**config.mk**
```make
export PLATFORM = sky130hd
export DESIGN_NAME = zero_crossing_interpolator_flat
export DESIGN_NICKNAME = d
export VERILOG_FILES = /design/src/rtl/zci_pkg.sv /design/src/rtl/zci_if.sv /design/src/rtl/zci_store.sv /design/src/rtl/zci_div.sv /design/src/rtl/zci_mac.sv /design/src/rtl/zero_crossing_interpolator.sv /design/src/flat_wrapper.sv
export SDC_FILE = /design/constraint.sdc
export NUM_CORES = 2
export LEC_CHECK = 0
export ABC_AREA = 1
export BUFFER_PORTS_ARGS = -buffer_cell sky130_fd_sc_hd__buf_2
export CORE_MARGIN = 8
export CORE_UTILIZATION = 40
export DETAILED_ROUTE_END_ITERATION = 8
export PLACE_DENSITY = 0.66
export SYNTH_ARGS = -nofsm -noshare
export SYNTH_HDL_FRONTEND = slang
export SYNTH_SLANG_ARGS = --single-unit
```
**constraint.sdc**
```tcl
create_clock -name clk -period 6 [get_ports clk]
set_input_delay 0 -clock clk [delete_from_list [all_inputs] [get_ports clk]]
set_output_delay 0 -clock clk [all_outputs]
set_load 0.1 [all_outputs]
```
**src/rtl/zci_pkg.sv**
```systemverilog
// Package for the zero-crossing interpolator: field widths, codes, state type
// and the control structs shared between the sequencer and its units.
// Depends on nothing; every other file of the block uses it.
package zci_pkg;

  // Fixed field widths of the channels.
  localparam int DATA_W     = 32;
  localparam int IDX_W      = 3;
  localparam int STATUS_W   = 2;
  localparam int CFG_IDX_W  = 2;
  localparam int CFG_DATA_W = 4;

  // Defaults of the top-level parameters.
  localparam int NUM_VARS_DEF  = 8;
  localparam int FRAC_BITS_DEF = 16;

  // Reset values of the configuration registers.
  localparam logic [2:0] SEL_RST = 3'd0;
  localparam logic [1:0] DIR_RST = 2'b01;
  localparam logic [3:0] CNT_RST = 4'd8;

  // Result status codes.
  typedef enum logic [STATUS_W-1:0] {
    STATUS_NOT_STARTED = 2'd0,
    STATUS_NO_CROSS    = 2'd1,
    STATUS_CROSS       = 2'd2
  } status_t;

  // Configuration register indexes.
  typedef enum logic [CFG_IDX_W-1:0] {
    CFG_SELECTED_VAR = 2'd0,
    CFG_DIRECTION    = 2'd1,
    CFG_ACTIVE_COUNT = 2'd2
  } cfg_reg_t;

  // Sequencer states.
  typedef enum logic [3:0] {
    ST_IDLE,
    ST_SEL_RD,
    ST_TEST,
    ST_P_GO,
    ST_P_WAIT,
    ST_Q_GO,
    ST_Q_WAIT,
    ST_EMIT_RD,
    ST_MAC_P,
    ST_MAC_Q,
    ST_MAC_SUM,
    ST_OUT
  } state_t;

  // Control of the multiply-accumulate unit.
  typedef struct packed {
    logic mul_en;    // register a new product
    logic acc_load;  // move the held product into the accumulator
  } mac_ctrl_t;

  // Status of the serial divider.
  typedef struct packed {
    logic busy;
    logic done;
  } div_stat_t;

endpackage

```
**src/rtl/zci_if.sv**
```systemverilog
// Channel interfaces of the zero-crossing interpolator: sample input,
// result output and configuration write. Depends on zci_pkg for widths.

interface zci_in_if;
  logic                                 valid;
  logic                                 ready;
  logic signed [zci_pkg::DATA_W-1:0]    sample_value;
  logic        [zci_pkg::IDX_W-1:0]     var_index;

  modport source (output valid, output sample_value, output var_index, input ready);
  modport sink   (input valid, input sample_value, input var_index, output ready);
endinterface

interface zci_out_if;
  logic                                 valid;
  logic                                 ready;
  logic        [zci_pkg::STATUS_W-1:0]  status;
  logic        [zci_pkg::IDX_W-1:0]     out_index;
  logic signed [zci_pkg::DATA_W-1:0]    out_value;
  logic                                 last_of_run;

  modport source (output valid, output status, output out_index, output out_value,
                  output last_of_run, input ready);
  modport sink   (input valid, input status, input out_index, input out_value,
                  input last_of_run, output ready);
endinterface

interface zci_cfg_if;
  logic                                 valid;
  logic                                 ready;
  logic [zci_pkg::CFG_IDX_W-1:0]        index;
  logic [zci_pkg::CFG_DATA_W-1:0]       data;

  modport source (output valid, output index, output data, input ready);
  modport sink   (input valid, input index, input data, output ready);
endinterface

```
**src/rtl/zci_store.sv**
```systemverilog
// Sample store: two banks of vector entries with a per-entry flag that tells
// which bank holds the current value. Depends on zci_pkg.
module zci_store #(
  parameter int NUM_VARS = zci_pkg::NUM_VARS_DEF,
  parameter int AW       = (NUM_VARS > 1) ? $clog2(NUM_VARS) : 1
) (
  input  logic                               clk,
  input  logic                               rst_n,
  input  logic                               wr_en,
  input  logic [AW-1:0]                      wr_addr,
  input  logic signed [zci_pkg::DATA_W-1:0]  wr_data,
  input  logic [AW-1:0]                      rd_addr,
  output logic signed [zci_pkg::DATA_W-1:0]  prev_data,
  output logic signed [zci_pkg::DATA_W-1:0]  cur_data
);

  logic [zci_pkg::DATA_W-1:0] bank_a [NUM_VARS];
  logic [zci_pkg::DATA_W-1:0] bank_b [NUM_VARS];
  logic [NUM_VARS-1:0]        cur_b_r;
  logic [NUM_VARS-1:0]        va_r;
  logic [NUM_VARS-1:0]        vb_r;

  logic [zci_pkg::DATA_W-1:0] a_q_r;
  logic [zci_pkg::DATA_W-1:0] b_q_r;
  logic                       cur_b_q_r;
  logic                       va_q_r;
  logic                       vb_q_r;
  logic [zci_pkg::DATA_W-1:0] a_val;
  logic [zci_pkg::DATA_W-1:0] b_val;

  // A new sample goes into the bank that holds the previous value, so the old
  // current value becomes the previous one without a read.
  always_ff @(posedge clk) begin
    if (wr_en && !cur_b_r[wr_addr]) begin
      bank_b[wr_addr] <= wr_data;
    end
    if (wr_en && cur_b_r[wr_addr]) begin
      bank_a[wr_addr] <= wr_data;
    end
  end

  // Bank flags and valid bits; an entry never written reads as zero.
  always_ff @(posedge clk) begin
    if (!rst_n) begin
      cur_b_r <= '0;
      va_r    <= '0;
      vb_r    <= '0;
    end else if (wr_en) begin
      cur_b_r[wr_addr] <= !cur_b_r[wr_addr];
      if (cur_b_r[wr_addr]) begin
        va_r[wr_addr] <= 1'b1;
      end else begin
        vb_r[wr_addr] <= 1'b1;
      end
    end
  end

  // Registered read of both banks at one address.
  always_ff @(posedge clk) begin
    a_q_r     <= bank_a[rd_addr];
    b_q_r     <= bank_b[rd_addr];
    cur_b_q_r <= cur_b_r[rd_addr];
    va_q_r    <= va_r[rd_addr];
    vb_q_r    <= vb_r[rd_addr];
  end

  // Sort the two read words into previous and current.
  always_comb begin
    a_val     = va_q_r ? a_q_r : '0;
    b_val     = vb_q_r ? b_q_r : '0;
    cur_data  = cur_b_q_r ? b_val : a_val;
    prev_data = cur_b_q_r ? a_val : b_val;
  end

endmodule

```
**src/rtl/zci_div.sv**
```systemverilog
// Restoring serial divider: floor(num * 2^FRAC_BITS / den) for num <= den,
// one quotient bit per cycle. Depends on zci_pkg for the status struct.
module zci_div #(
  parameter int FRAC_BITS = zci_pkg::FRAC_BITS_DEF,
  parameter int QW        = FRAC_BITS + 1
) (
  input  logic                     clk,
  input  logic                     rst_n,
  input  logic                     start,
  input  logic [31:0]              num,
  input  logic [31:0]              den,
  output logic [QW-1:0]            quot,
  output zci_pkg::div_stat_t       stat
);

  localparam int CW = $clog2(FRAC_BITS + 1);

  logic [32:0]   r_r;
  logic [31:0]   d_r;
  logic [QW-1:0] quot_r;
  logic [CW-1:0] cnt_r;
  logic          first_r;
  logic          busy_r;
  logic          done_r;

  logic [32:0]   t;
  logic          ge;

  // One compare and subtract step; the first step takes the integer bit.
  always_comb begin
    t  = first_r ? r_r : {r_r[31:0], 1'b0};
    ge = (t >= {1'b0, d_r});
  end

  // Control state of the iteration.
  always_ff @(posedge clk) begin
    if (!rst_n) begin
      busy_r  <= 1'b0;
      done_r  <= 1'b0;
      first_r <= 1'b0;
      cnt_r   <= '0;
    end else begin
      done_r <= 1'b0;
      if (start && !busy_r) begin
        busy_r  <= 1'b1;
        first_r <= 1'b1;
        cnt_r   <= CW'(FRAC_BITS);
      end else if (busy_r) begin
        first_r <= 1'b0;
        cnt_r   <= cnt_r - 1'b1;
        if (cnt_r == '0) begin
          busy_r <= 1'b0;
          done_r <= 1'b1;
        end
      end
    end
  end

  // Partial remainder and quotient.
  always_ff @(posedge clk) begin
    if (start && !busy_r) begin
      r_r    <= {1'b0, num};
      d_r    <= den;
      quot_r <= '0;
    end else if (busy_r) begin
      r_r    <= ge ? (t - {1'b0, d_r}) : t;
      quot_r <= {quot_r[QW-2:0], ge};
    end
  end

  assign quot      = quot_r;
  assign stat.busy = busy_r;
  assign stat.done = done_r;

endmodule

```
**src/rtl/zci_mac.sv**
```systemverilog
// Multiply-accumulate unit: one signed multiplier with a product register and
// an accumulator, used twice per interpolated value. Depends on zci_pkg.
module zci_mac #(
  parameter int FRAC_BITS = zci_pkg::FRAC_BITS_DEF,
  parameter int QW        = FRAC_BITS + 1
) (
  input  logic                               clk,
  input  zci_pkg::mac_ctrl_t                 ctrl,
  input  logic [QW-1:0]                      coef,
  input  logic signed [zci_pkg::DATA_W-1:0]  sample,
  output logic signed [63:0]                 sum
);

  localparam int PW = QW + zci_pkg::DATA_W + 1;

  logic signed [QW:0]   coef_s;
  logic signed [PW-1:0] prod_full;
  logic signed [63:0]   prod_r;
  logic signed [63:0]   acc_r;

  // Unsigned coefficient times signed sample.
  always_comb begin
    coef_s    = $signed({1'b0, coef});
    prod_full = coef_s * sample;
  end

  // Product register, then the accumulator.
  always_ff @(posedge clk) begin
    if (ctrl.mul_en) begin
      prod_r <= 64'(prod_full);
    end
    if (ctrl.acc_load) begin
      acc_r <= prod_r;
    end
  end

  assign sum = acc_r + prod_r;

endmodule

```
**src/rtl/zero_crossing_interpolator.sv**
```systemverilog
// Top level of the zero-crossing interpolator: configuration registers and
// the sequencer over the sample store, serial divider and MAC unit.
// Depends on zci_pkg, zci_if, zci_store, zci_div and zci_mac.
//
//   channel  | interface  | role   | payload
//   in_if    | zci_in_if  | sink   | sample_value, var_index
//   out_if   | zci_out_if | source | status, out_index, out_value, last_of_run
//   cfg_if   | zci_cfg_if | sink   | index, data (always ready)
//
// A closing sample with no crossing, or the first vector, gives one result: the
// first vector straight from idle, the other case after a store read and the
// crossing test. A crossing makes two passes through the one-bit-per-cycle
// divider, then for each of n variables a store read, two products on the
// single multiplier, the sum and an output. in_if is not ready until the last
// result of a vector is taken; a stalled out_if holds the result. Reset is
// synchronous and clears the store through valid bits at once.
module zero_crossing_interpolator #(
  parameter int NUM_VARS  = zci_pkg::NUM_VARS_DEF,
  parameter int FRAC_BITS = zci_pkg::FRAC_BITS_DEF
) (
  input  logic      clk,
  input  logic      rst_n,
  zci_in_if.sink    in_if,
  zci_out_if.source out_if,
  zci_cfg_if.sink   cfg_if
);

  localparam int AW = (NUM_VARS > 1) ? $clog2(NUM_VARS) : 1;
  localparam int QW = FRAC_BITS + 1;
  localparam logic signed [31:0] ONE_VAL = 32'(64'd1 << FRAC_BITS);

  zci_pkg::state_t state_r, state_nxt;

  logic [2:0]  sel_r;
  logic [1:0]  dir_r;
  logic [3:0]  cnt_r;
  logic        started_r;
  logic [31:0] ay0_r;
  logic [31:0] ay1_r;
  logic [31:0] d_r;
  logic        up_r;
  logic [QW-1:0] p_r;
  logic [QW-1:0] q_r;
  logic [2:0]  i_r;

  zci_pkg::status_t out_status_r;
  logic [2:0]       out_idx_r;
  logic [31:0]      out_val_r;
  logic             out_last_r;

  logic [3:0]  n_eff;
  logic        in_acc;
  logic        idx_ok;
  logic        idx_last;
  logic        sel_ok;
  logic signed [31:0] y0;
  logic signed [31:0] y1;
  logic        y0_le0, y0_ge0, crossing;

  logic        mem_wr;
  logic [AW-1:0] rd_addr;
  logic signed [31:0] prev_data;
  logic signed [31:0] cur_data;
  logic        div_start;
  logic [31:0] div_num;
  logic [QW-1:0] div_quot;
  zci_pkg::div_stat_t div_stat;
  zci_pkg::mac_ctrl_t mac_ctrl;
  logic [QW-1:0] mac_coef;
  logic signed [31:0] mac_sample;
  logic signed [63:0] mac_sum;

  // Effective vector length and checks on the incoming sample.
  always_comb begin
    if (cnt_r == 4'd0) begin
      n_eff = 4'd1;
    end else if (32'(cnt_r) > NUM_VARS) begin
      n_eff = 4'(NUM_VARS);
    end else begin
      n_eff = cnt_r;
    end
    in_acc   = in_if.valid && in_if.ready;
    idx_ok   = ({1'b0, in_if.var_index} < n_eff);
    idx_last = ({1'b0, in_if.var_index} == (n_eff - 4'd1));
    sel_ok   = (32'(sel_r) < NUM_VARS);
  end

  // Crossing test on the selected variable.
  always_comb begin
    y0       = sel_ok ? prev_data : '0;
    y1       = sel_ok ? cur_data : '0;
    y0_le0   = y0[31] || (y0 == '0);
    y0_ge0   = !y0[31];
    crossing = (!dir_r[1] && y0_le0 && !y1[31] && (y1 != '0)) ||
               ((dir_r[1] || (dir_r == 2'b00)) && y0_ge0 && y1[31]);
  end

  // Next state.
  always_comb begin
    state_nxt = state_r;
    case (state_r)
      zci_pkg::ST_IDLE: begin
        if (in_acc && idx_ok && idx_last) begin
          state_nxt = started_r ? zci_pkg::ST_SEL_RD : zci_pkg::ST_OUT;
        end
      end
      zci_pkg::ST_SEL_RD:  state_nxt = zci_pkg::ST_TEST;
      zci_pkg::ST_TEST:    state_nxt = crossing ? zci_pkg::ST_P_GO : zci_pkg::ST_OUT;
      zci_pkg::ST_P_GO:    state_nxt = zci_pkg::ST_P_WAIT;
      zci_pkg::ST_P_WAIT: begin
        if (div_stat.done) begin
          state_nxt = zci_pkg::ST_Q_GO;
        end
      end
      zci_pkg::ST_Q_GO:    state_nxt = zci_pkg::ST_Q_WAIT;
      zci_pkg::ST_Q_WAIT: begin
        if (div_stat.done) begin
          state_nxt = zci_pkg::ST_EMIT_RD;
        end
      end
      zci_pkg::ST_EMIT_RD: state_nxt = zci_pkg::ST_MAC_P;
      zci_pkg::ST_MAC_P:   state_nxt = zci_pkg::ST_MAC_Q;
      zci_pkg::ST_MAC_Q:   state_nxt = zci_pkg::ST_MAC_SUM;
      zci_pkg::ST_MAC_SUM: state_nxt = zci_pkg::ST_OUT;
      zci_pkg::ST_OUT: begin
        if (out_if.ready) begin
          state_nxt = out_last_r ? zci_pkg::ST_IDLE : zci_pkg::ST_EMIT_RD;
        end
      end
      default:             state_nxt = zci_pkg::ST_IDLE;
    endcase
  end

  // Sequencer outputs to the store, divider and MAC unit.
  always_comb begin
    mem_wr            = (state_r == zci_pkg::ST_IDLE) && in_acc && idx_ok;
    div_start         = (state_r == zci_pkg::ST_P_GO) || (state_r == zci_pkg::ST_Q_GO);
    div_num           = (state_r == zci_pkg::ST_P_GO) ? ay1_r : ay0_r;
    mac_ctrl.mul_en   = (state_r == zci_pkg::ST_MAC_P) || (state_r == zci_pkg::ST_MAC_Q);
    mac_ctrl.acc_load = (state_r == zci_pkg::ST_MAC_Q);
    mac_coef          = (state_r == zci_pkg::ST_MAC_P) ? p_r : q_r;
    mac_sample        = (state_r == zci_pkg::ST_MAC_P) ? prev_data : cur_data;
    if (state_r inside {zci_pkg::ST_EMIT_RD, zci_pkg::ST_MAC_P, zci_pkg::ST_MAC_Q}) begin
      rd_addr = AW'(i_r);
    end else begin
      rd_addr = AW'(sel_r);
    end
  end

  // State and control registers.
  always_ff @(posedge clk) begin
    if (!rst_n) begin
      state_r   <= zci_pkg::ST_IDLE;
      sel_r     <= zci_pkg::SEL_RST;
      dir_r     <= zci_pkg::DIR_RST;
      cnt_r     <= zci_pkg::CNT_RST;
      started_r <= 1'b0;
      i_r       <= '0;
    end else begin
      state_r <= state_nxt;
      if (cfg_if.valid && cfg_if.ready) begin
        case (cfg_if.index)
          zci_pkg::CFG_SELECTED_VAR: sel_r <= cfg_if.data[2:0];
          zci_pkg::CFG_DIRECTION:    dir_r <= cfg_if.data[1:0];
          zci_pkg::CFG_ACTIVE_COUNT: cnt_r <= cfg_if.data;
          default:                   ;
        endcase
      end
      if (state_r == zci_pkg::ST_IDLE && in_acc && idx_ok && idx_last) begin
        started_r <= 1'b1;
      end
      if (state_r == zci_pkg::ST_Q_WAIT) begin
        i_r <= '0;
      end else if (state_r == zci_pkg::ST_OUT && out_if.ready && !out_last_r) begin
        i_r <= i_r + 3'd1;
      end
    end
  end

  // Datapath registers: magnitudes, coefficients and the output result.
  always_ff @(posedge clk) begin
    if (state_r == zci_pkg::ST_TEST) begin
      ay0_r <= y0[31] ? 32'(-y0) : 32'(y0);
      ay1_r <= y1[31] ? 32'(-y1) : 32'(y1);
      d_r   <= (y0[31] ? 32'(-y0) : 32'(y0)) + (y1[31] ? 32'(-y1) : 32'(y1));
      up_r  <= (y1 > y0);
    end
    if (state_r == zci_pkg::ST_P_WAIT && div_stat.done) begin
      p_r <= div_quot;
    end
    if (state_r == zci_pkg::ST_Q_WAIT && div_stat.done) begin
      q_r <= div_quot;
    end
    if (state_r == zci_pkg::ST_IDLE && in_acc && idx_ok && idx_last && !started_r) begin
      out_status_r <= zci_pkg::STATUS_NOT_STARTED;
      out_idx_r    <= sel_r;
      out_val_r    <= '0;
      out_last_r   <= 1'b1;
    end else if (state_r == zci_pkg::ST_TEST && !crossing) begin
      out_status_r <= zci_pkg::STATUS_NO_CROSS;
      out_idx_r    <= sel_r;
      out_val_r    <= '0;
      out_last_r   <= 1'b1;
    end else if (state_r == zci_pkg::ST_MAC_SUM) begin
      out_status_r <= zci_pkg::STATUS_CROSS;
      out_idx_r    <= i_r;
      if (i_r == sel_r) begin
        out_val_r <= up_r ? ONE_VAL : -ONE_VAL;
      end else begin
        out_val_r <= mac_sum[FRAC_BITS +: 32];
      end
      out_last_r   <= ({1'b0, i_r} == (n_eff - 4'd1));
    end
  end

  // Channel outputs.
  assign in_if.ready        = (state_r == zci_pkg::ST_IDLE);
  assign cfg_if.ready       = 1'b1;
  assign out_if.valid       = (state_r == zci_pkg::ST_OUT);
  assign out_if.status      = out_status_r;
  assign out_if.out_index   = out_idx_r;
  assign out_if.out_value   = out_val_r;
  assign out_if.last_of_run = out_last_r;

  zci_store #(
    .NUM_VARS (NUM_VARS),
    .AW       (AW)
  ) u_store (
    .clk       (clk),
    .rst_n     (rst_n),
    .wr_en     (mem_wr),
    .wr_addr   (AW'(in_if.var_index)),
    .wr_data   (in_if.sample_value),
    .rd_addr   (rd_addr),
    .prev_data (prev_data),
    .cur_data  (cur_data)
  );

  zci_div #(
    .FRAC_BITS (FRAC_BITS),
    .QW        (QW)
  ) u_div (
    .clk   (clk),
    .rst_n (rst_n),
    .start (div_start),
    .num   (div_num),
    .den   (d_r),
    .quot  (div_quot),
    .stat  (div_stat)
  );

  zci_mac #(
    .FRAC_BITS (FRAC_BITS),
    .QW        (QW)
  ) u_mac (
    .clk    (clk),
    .ctrl   (mac_ctrl),
    .coef   (mac_coef),
    .sample (mac_sample),
    .sum    (mac_sum)
  );

  // A single-result vector always closes its run.
  assert property (@(posedge clk) disable iff (!rst_n)
    (state_r == zci_pkg::ST_OUT) && (out_status_r != zci_pkg::STATUS_CROSS) |-> out_last_r)
    else $error("single result without last_of_run");

  // The divider only finishes while the sequencer waits for it.
  assert property (@(posedge clk) disable iff (!rst_n)
    div_stat.done |-> (state_r == zci_pkg::ST_P_WAIT) || (state_r == zci_pkg::ST_Q_WAIT))
    else $error("divider finished outside a wait state");

  // The first closed vector is reported as not started.
  assert property (@(posedge clk) disable iff (!rst_n)
    $rose(started_r) |->
      (state_r == zci_pkg::ST_OUT) && (out_status_r == zci_pkg::STATUS_NOT_STARTED))
    else $error("first vector not reported as not started");

  // The last interpolated value belongs to the last active variable.
  assert property (@(posedge clk) disable iff (!rst_n)
    (state_r == zci_pkg::ST_OUT) && (out_status_r == zci_pkg::STATUS_CROSS) && out_last_r
      |-> ({1'b0, out_idx_r} == (n_eff - 4'd1)))
    else $error("crossing run closed at the wrong variable");

endmodule

```
**src/flat_wrapper.sv**
```systemverilog
// flat-port wrapper written by rule: the top's interface ports become plain ports
module zero_crossing_interpolator_flat 
#(
  parameter int NUM_VARS  = zci_pkg::NUM_VARS_DEF,
  parameter int FRAC_BITS = zci_pkg::FRAC_BITS_DEF
)
  (clk, rst_n, in_if_valid, in_if_sample_value, in_if_var_index, in_if_ready, out_if_valid, out_if_status, out_if_out_index, out_if_out_value, out_if_last_of_run, out_if_ready, cfg_if_valid, cfg_if_index, cfg_if_data, cfg_if_ready);
  zci_in_if in_if_i ();
  zci_out_if out_if_i ();
  zci_cfg_if cfg_if_i ();
  input  logic clk;
  input  logic rst_n;
  input wire logic [$bits(in_if_i.valid)-1:0] in_if_valid;
  input wire logic [$bits(in_if_i.sample_value)-1:0] in_if_sample_value;
  input wire logic [$bits(in_if_i.var_index)-1:0] in_if_var_index;
  output wire logic [$bits(in_if_i.ready)-1:0] in_if_ready;
  output wire logic [$bits(out_if_i.valid)-1:0] out_if_valid;
  output wire logic [$bits(out_if_i.status)-1:0] out_if_status;
  output wire logic [$bits(out_if_i.out_index)-1:0] out_if_out_index;
  output wire logic [$bits(out_if_i.out_value)-1:0] out_if_out_value;
  output wire logic [$bits(out_if_i.last_of_run)-1:0] out_if_last_of_run;
  input wire logic [$bits(out_if_i.ready)-1:0] out_if_ready;
  input wire logic [$bits(cfg_if_i.valid)-1:0] cfg_if_valid;
  input wire logic [$bits(cfg_if_i.index)-1:0] cfg_if_index;
  input wire logic [$bits(cfg_if_i.data)-1:0] cfg_if_data;
  output wire logic [$bits(cfg_if_i.ready)-1:0] cfg_if_ready;
  assign in_if_i.valid = in_if_valid;
  assign in_if_i.sample_value = in_if_sample_value;
  assign in_if_i.var_index = in_if_var_index;
  assign in_if_ready = in_if_i.ready;
  assign out_if_valid = out_if_i.valid;
  assign out_if_status = out_if_i.status;
  assign out_if_out_index = out_if_i.out_index;
  assign out_if_out_value = out_if_i.out_value;
  assign out_if_last_of_run = out_if_i.last_of_run;
  assign out_if_i.ready = out_if_ready;
  assign cfg_if_i.valid = cfg_if_valid;
  assign cfg_if_i.index = cfg_if_index;
  assign cfg_if_i.data = cfg_if_data;
  assign cfg_if_ready = cfg_if_i.ready;
  zero_crossing_interpolator #(.NUM_VARS(NUM_VARS), .FRAC_BITS(FRAC_BITS)) u_core (.clk(clk), .rst_n(rst_n), .in_if(in_if_i), .out_if(out_if_i), .cfg_if(cfg_if_i));
endmodule
```
* Yosys cells after proc, flatten, opt, wreduce, memory -nomap -nowiden
Memories as Yosys holds them, arrays and structs flattened. A register that Yosys moved wholly into a read port is not among the register bits.
Index checks and enable logic that the tools add are counted.
** Storage, ports and cells
- Flip-flop bits (word level) :: 399
- Memories :: 2
- Bits in writable memories :: 512
- Logic and storage cells :: 186
- Input bits :: 46
** Memory list
- u_core.u_store.bank_a :: words 8, bits a word 32, read ports 1, clocked after memory_dff 1, wr ports 1, RTL line zci_store.sv:17 : logic [zci_pkg::DATA_W-1:0] bank_a [NUM_VARS];
- u_core.u_store.bank_b :: words 8, bits a word 32, read ports 1, clocked after memory_dff 1, wr ports 1, RTL line zci_store.sv:18 : logic [zci_pkg::DATA_W-1:0] bank_b [NUM_VARS];
** Operators by class
- $lt $le $gt $ge :: 7
- Add/sub/neg operators :: 8
- Equality and inequality tests :: 20
- Multiplexer cells :: 54
- Bitwise operators :: 5
- Reduce and logical (&&, ||, !) cells :: 55
- $mul :: 1
** Operators with widths (count)
- two-way mux 32 bit :: 12
- two-way mux 33 bit :: 2
- negator 32 bit :: 2
- adder 48 bit :: 1
- multiplier 18 x 32 -> 48 bit :: 1
- case mux 4 bit (12 select lines) :: 1
- greater-or-equal comparator 33 x 32 -> 1 bit :: 1
- subtractor 33 x 32 -> 33 bit :: 1
- adder 32 bit :: 1
- greater-than comparator 32 bit :: 1
- zero test 32 bit :: 1
- two-way mux 4 bit :: 8
- nonzero test 32 bit :: 1
- logical AND 1 bit :: 21
- two-way mux 1 bit :: 17
- two-way mux 17 bit :: 1
- equality test 4 x 3 -> 1 bit (second input constant) :: 4
- equality test 4 bit (second input constant) :: 4
- OR 8 bit :: 2
- two-way mux 3 bit :: 5
- binary-select mux 1 bit (select 3 bit) :: 4
- two-way mux 5 bit :: 2
- AND reduction 2 bit :: 5
- bitwise mux 8 bit :: 1
- other kinds (27) :: 51

* Logic depth before layout (Yosys ltp)
- Word-level depth :: 12
- Gate-level depth with buffers :: 37

* Modules after synthesis
A second synthesis with hierarchy kept.
** Unflattened totals
- Cells, all modules :: 8336
- Area total of the unflattened synthesis :: 70649.0 µm²
** By module, submodules not included
- zci_mac :: instances 1, area each 28745.1 µm², seq. area each 3002.9 µm², cells each 4032
- zci_store :: instances 1, area each 23207.3 µm², seq. area each 17196.5 µm², cells each 1889
- zero_crossing_interpolator :: instances 1, area each 11742.5 µm², seq. area each 5064.9 µm², cells each 1378
- zci_div :: instances 1, area each 6954.2 µm², seq. area each 2442.3 µm², cells each 1037

* Worst setup path after synthesis
Ideal clock, no wire load.
- Kind :: register -> register
- Start :: reg u_core.u_store.cur_b_q_r
- End :: reg u_core.u_mac.prod_r[43] (data pin)
- Stages on the path, launching flop included :: 27
- Slack :: -484 ps
- Data required time :: 5741 ps
- Arrival :: 6225 ps
- Buffers on the path :: 4
- Period minus slack after synthesis :: 6484 ps
- Setup time :: 259 ps
- Cell sequence :: dfxtp_1 buf_6 buf_8 buf_4 o21ai_2 nand2_1 o21ai_1 clkbuf_1 inv_1 nand2_1 fa_1 fa_1 inv_1 fa_1 fa_1 fa_1 inv_1 fa_1 inv_1 ha_1 nand2_1 nor2_1 inv_1 nor4_1 nand3_1 nand3_1 xor2_1
** On the way
- Word-level cells in the longest chain between the ends :: 3
- Elaborated cells between the ends (all ways) :: 4
- Classes of those cells :: mul: 1; mux: 3
** Ends and longest elaborated chain
- from (decl) :: RTL line zci_store.sv:25 : logic cur_b_q_r;
- from (signal assigned) :: RTL line zci_store.sv:62 : cur_b_q_r <= cur_b_r[rd_addr];
- two-way mux 32 bit (on tied branches) :: RTL line zci_store.sv:71, zci_store.sv:72
- two-way mux 32 bit * :: RTL line zero_crossing_interpolator.sv:142 : mac_sample = (state_r == zci_pkg::ST_MAC_P) ? prev_data : cur_data;
- multiplier 18 x 32 -> 48 bit * :: RTL line zci_mac.sv:24 : prod_full = coef_s * sample;
- via u_core.u_mac.prod_full[43] :: RTL line zci_mac.sv:17 : logic signed [PW-1:0] prod_full;
- to (signal assigned) :: RTL line zci_mac.sv:30 : prod_r <= 64'(prod_full);
- to (decl) :: RTL line zci_mac.sv:18 : logic signed [63:0] prod_r;
The timed path passes the listed nets; every way through them passes the cells marked *.
A chain may end at the register's enable or synchronous reset.

* Worst setup path in the final report
- Start :: reg u_core.state_r[3]
- End :: reg u_core.u_mac.prod_r[47] (data pin)
** On the way
- Word-level cells in the longest chain between the ends :: 3
- Elaborated cells between the ends (all ways) :: 4
- Classes of those cells :: mul: 1; eq/ne: 1; mux: 2
** Ends and longest elaborated chain
- from (decl) :: RTL line zero_crossing_interpolator.sv:32 : zci_pkg::state_t state_r, state_nxt;
- from (signal assigned) :: RTL line zero_crossing_interpolator.sv:153 : state_r <= zci_pkg::ST_IDLE;
- from (signal assigned) :: RTL line zero_crossing_interpolator.sv:160 : state_r <= state_nxt;
- equality test 4 bit * :: RTL line zero_crossing_interpolator.sv:141, zero_crossing_interpolator.sv:142
- two-way mux 17 bit / two-way mux 32 bit (equally long branches) :: RTL line zero_crossing_interpolator.sv:141, zero_crossing_interpolator.sv:142
- multiplier 18 x 32 -> 48 bit * :: RTL line zci_mac.sv:24
- via u_core.u_mac.prod_full[47] :: RTL line zci_mac.sv:17
Marks and branches as above.

==> impl_metrics.tcl <==
set metrics [dict create \
    dp_hpwl_mm 149 \
    setup_viol 34 \
    worst_slew_pin_slew_ps 1150 \
    dr_wl_met2_mm 91.6 \
    via_per_inst 5.12 \
    cp.arrival_ps 6980 \
    rows 149 \
    antenna_found_initial 14 \
    numClockSinks 975 \
    syn-cell-area_um2 66500 \
    cpPeakStageDelay_ps 570 \
    drive_above_1_share_pct 20.3 \
    fin_util_pct 49.6 \
    setup_tns_ps -12710 \
    drt-met1-wl_mm 88.3 \
    fin_skew_ps 99.3 \
    worstPathMaxFanout 8 \
    fillerInstances 15000 \
    die_h_um 424 \
    synthSimpleGateAreaFrac_pct 17.1 \
    finalCritPeriodShare_pct 109 \
    yosysWarnings 0 \
    synth_xor_area_share_pct 2.35 \
    grt_max_degree 135 \
    clock_path_buffers 3 \
    worst_slack_ps -532 \
    fp.dieW_um 424 \
    wl_met3_mm 13.2 \
    final_antenna_net_count 0 \
    syn_inst 7378 \
    critPathLaunchType "register" \
    vias 52900 \
    cts.clk_slew.worst_paths_ps 60 \
    routed_wl_mm 202 \
    syn_nets 8195 \
    synth_fa_ha_area_share_pct 20.3 \
    syn_to_final_growth_pct 23.1 \
    crit_top_cell "inv_1" \
    grt_pass1_vias 53200 \
    overflow 0 \
    status "complete, but fails checks" \
    synth_cell_types 61 \
    slew_violations 0 \
    hold_viol 0 \
    synth_top_family_by_area "adder cells" \
    synth_edf_count 806 \
    drc_errors 0 \
    ctsHtreeMaxLevel 3 \
    period_needed_ps 6530 \
    crit_required_ps 6450 \
    crit_path_end_kind "register" \
    io-pin-count 87 \
    avgRoutedWirePerCell_um 19.5 \
    insertion_delay_ps 780 \
    syn_avg_cell_area_um2 9.01 \
    cts_tree "done" \
    cts_buffers 102 \
    grt_first_pass_wirelength_mm 309 \
    yosysSeqAreaShare_pct 41.5 \
    top_layer_used "met5" \
    fin_nets 8871 \
    synthArstFlopShare_pct 0 \
    dpl_cell_area_um2 73700 \
    ys_seq_elements 975 \
    synth_flop_cell "edfxtp_1" \
    gp_congestion 0.959 \
    start_util_pct 40.3 \
    fmax_mhz 153 \
    relSlewSlack_pct 23.3 \
    drt-pass1-iter-count 6 \
    rsz0062_at_grt "true" \
    drt_iter0_drc 4235 \
    critical_path_class "reg2reg" \
    worst_hold_path_type "in2reg" \
    numPortBuffers 85 \
    fin_hold_ws_ps 81.6 \
    slowest_stage "fa_1" \
    synth.mux.area_fraction_pct 0 \
    maxCapViolCount 0 \
    cts-root-buf "clkbuf_16" \
    die_area_um2 179000 \
    grtUsageTotal_pct 21.9 \
    coreArea_um2 165000 \
    violations "negative setup slack" \
    final_area_um2 81800 \
    synth-compound-area-share_pct 9.58 \
]
-- worst max-delay path: cells and delay by family (launching register included) --
kind	cells	cell delay [ps]
and+or+nand+nor	14	1240
buffers and inverters	14	1300
adders and majority gates	7	3290
DFF	1	340
AOI/OAI and AO/OA	1	70
-- cells in the mapped netlist, types with 3 or more instances --
| master | count | area [µm²] |
|---|---|---|
| clkinv_1 | 8 | 30.0 |
| a211oi_1 | 9 | 67.6 |
| clkbuf_2 | 5 | 25.0 |
| inv_2 | 16 | 60.1 |
| nand3b_1 | 8 | 60.1 |
| nand2_4 | 6 | 67.6 |
| a31oi_1 | 26 | 163 |
| buf_1 | 7 | 26.3 |
| nor4_1 | 10 | 62.6 |
| edfxtp_1 | 806 | 24200 |
| o21ai_1 | 146 | 731 |
| nand2_2 | 34 | 213 |
| nand4_1 | 47 | 294 |
| o22ai_1 | 142 | 888 |
| nor3_1 | 44 | 220 |
| nor2_2 | 11 | 68.8 |
| a21boi_0 | 18 | 135 |
| ha_1 | 260 | 3250 |
| buf_6 | 15 | 169 |
| nor2_1 | 905 | 3400 |
| and3_1 | 7 | 43.8 |
| o211ai_1 | 14 | 105 |
| nand3_2 | 5 | 50.1 |
| nand3_1 | 229 | 1150 |
| xnor2_1 | 51 | 447 |
| o21ai_2 | 34 | 298 |
| buf_2 | 77 | 385 |
| xor2_1 | 127 | 1110 |
| a21o_1 | 20 | 150 |
| o21ai_0 | 440 | 2200 |
| clkbuf_1 | 126 | 473 |
| a21oi_1 | 235 | 1180 |
| nor2_4 | 6 | 67.6 |
| dfxtp_1 | 169 | 3380 |
| buf_8 | 3 | 45.0 |
| nand2_1 | 1436 | 5390 |
| fa_1 | 511 | 10200 |
| buf_4 | 11 | 82.6 |
| or2_2 | 36 | 225 |
| o21bai_1 | 23 | 173 |
| inv_1 | 1250 | 4690 |
| o21a_1 | 3 | 22.5 |
| a21oi_2 | 19 | 166 |
| buf_12 | 3 | 60.1 |
-- what timing repair did --
action	4_1_cts	5_1_grt
gates resized for setup	465	284
endpoints found under the setup margin	37	36
pin swaps	148	127
endpoints found under the hold margin	572	0
cloned	14	1
hold buffers	60	0
buffers inserted	95	29
-- routing by layer --
layer  GRT usage, %  vias up
li1               -    25100
met1           29.9    25700
met2           35.6     1754
met3           3.35      385
met4           7.72       12
met5              0        -
-- sequential cells by signal, summed over array words and instances (netlist names), 32 cells and up --
name                     cells
u_core.u_div.r_r            33
u_core.ay1_r                32
u_core.d_r                  32
u_core.u_store.bank_a      256
u_core.u_store.b_q_r        32
u_core.out_if.out_value     32
u_core.u_mac.prod_r         48
u_core.u_div.d_r            32
u_core.u_store.bank_b      256
u_core.u_store.a_q_r        32
u_core.ay0_r                32
u_core.u_mac.acc_r          48
-- final timing paths --
kind                     startpoint                 endpoint  slack, ps  cells past startpoint
setup / recovery  u_core.state_r[3]  u_core.u_mac.prod_r[47]       -530                     36
hold / removal       cfg_if_data[0]          u_core.cnt_r[0]         80                      4
setup reg to reg  u_core.state_r[3]  u_core.u_mac.prod_r[47]       -530                     36
hold reg to reg      u_core.d_r[26]     u_core.u_div.d_r[26]        400                      0
-- cells by family (layout without fill, tap and decap cells) --
group	count (synthesis)	count (layout)
xor+xnor	178	178
compound gates	1138	1138
buf+inv	1523	2288
fa+ha+maj	771	771
flops	975	975
other cells	1	7
simple gates	2792	2792
-- final cells by class --
type | count | area, µm² | area share [%]
clock inverters | 60 | 738 | 0.902
diodes | 6 | 15.0 | 0.0183
multi-input cells | 4880 | 35500 | 43.3
repair buffers | 819 | 7540 | 9.22
flip-flops and latches | 975 | 27600 | 33.7
well taps | 2189 | 2740 | 3.35
clock buffers | 133 | 2780 | 3.40
inverters | 1276 | 4940 | 6.04
-- cell usage in the layout, fill, tap and decap left out, types with 120 or more instances in the layout --
cell,n
o22ai_1,142
dfxtp_1,162
fa_1,471
nand3_1,215
edfxtp_1,806
o21ai_0,398
buf_4,509
xor2_1,120
a21oi_1,209
nor2_1,775
inv_1,1136
ha_1,221
nand2_1,1354
o21ai_1,139
-- metrics by stage --
step	setup WS, ps	std cells
2_1_floorplan	-23.4	7378
3_3_place_gp	-717	9949
3_5_place_dp	-751	9949
4_1_cts	-426	10300
5_1_grt	-777	10300
6_report	-532	10300
Power is left out: the tool's default activity adds up to more than one toggle a clock period on the data nets, which glitch-free logic cannot reach.
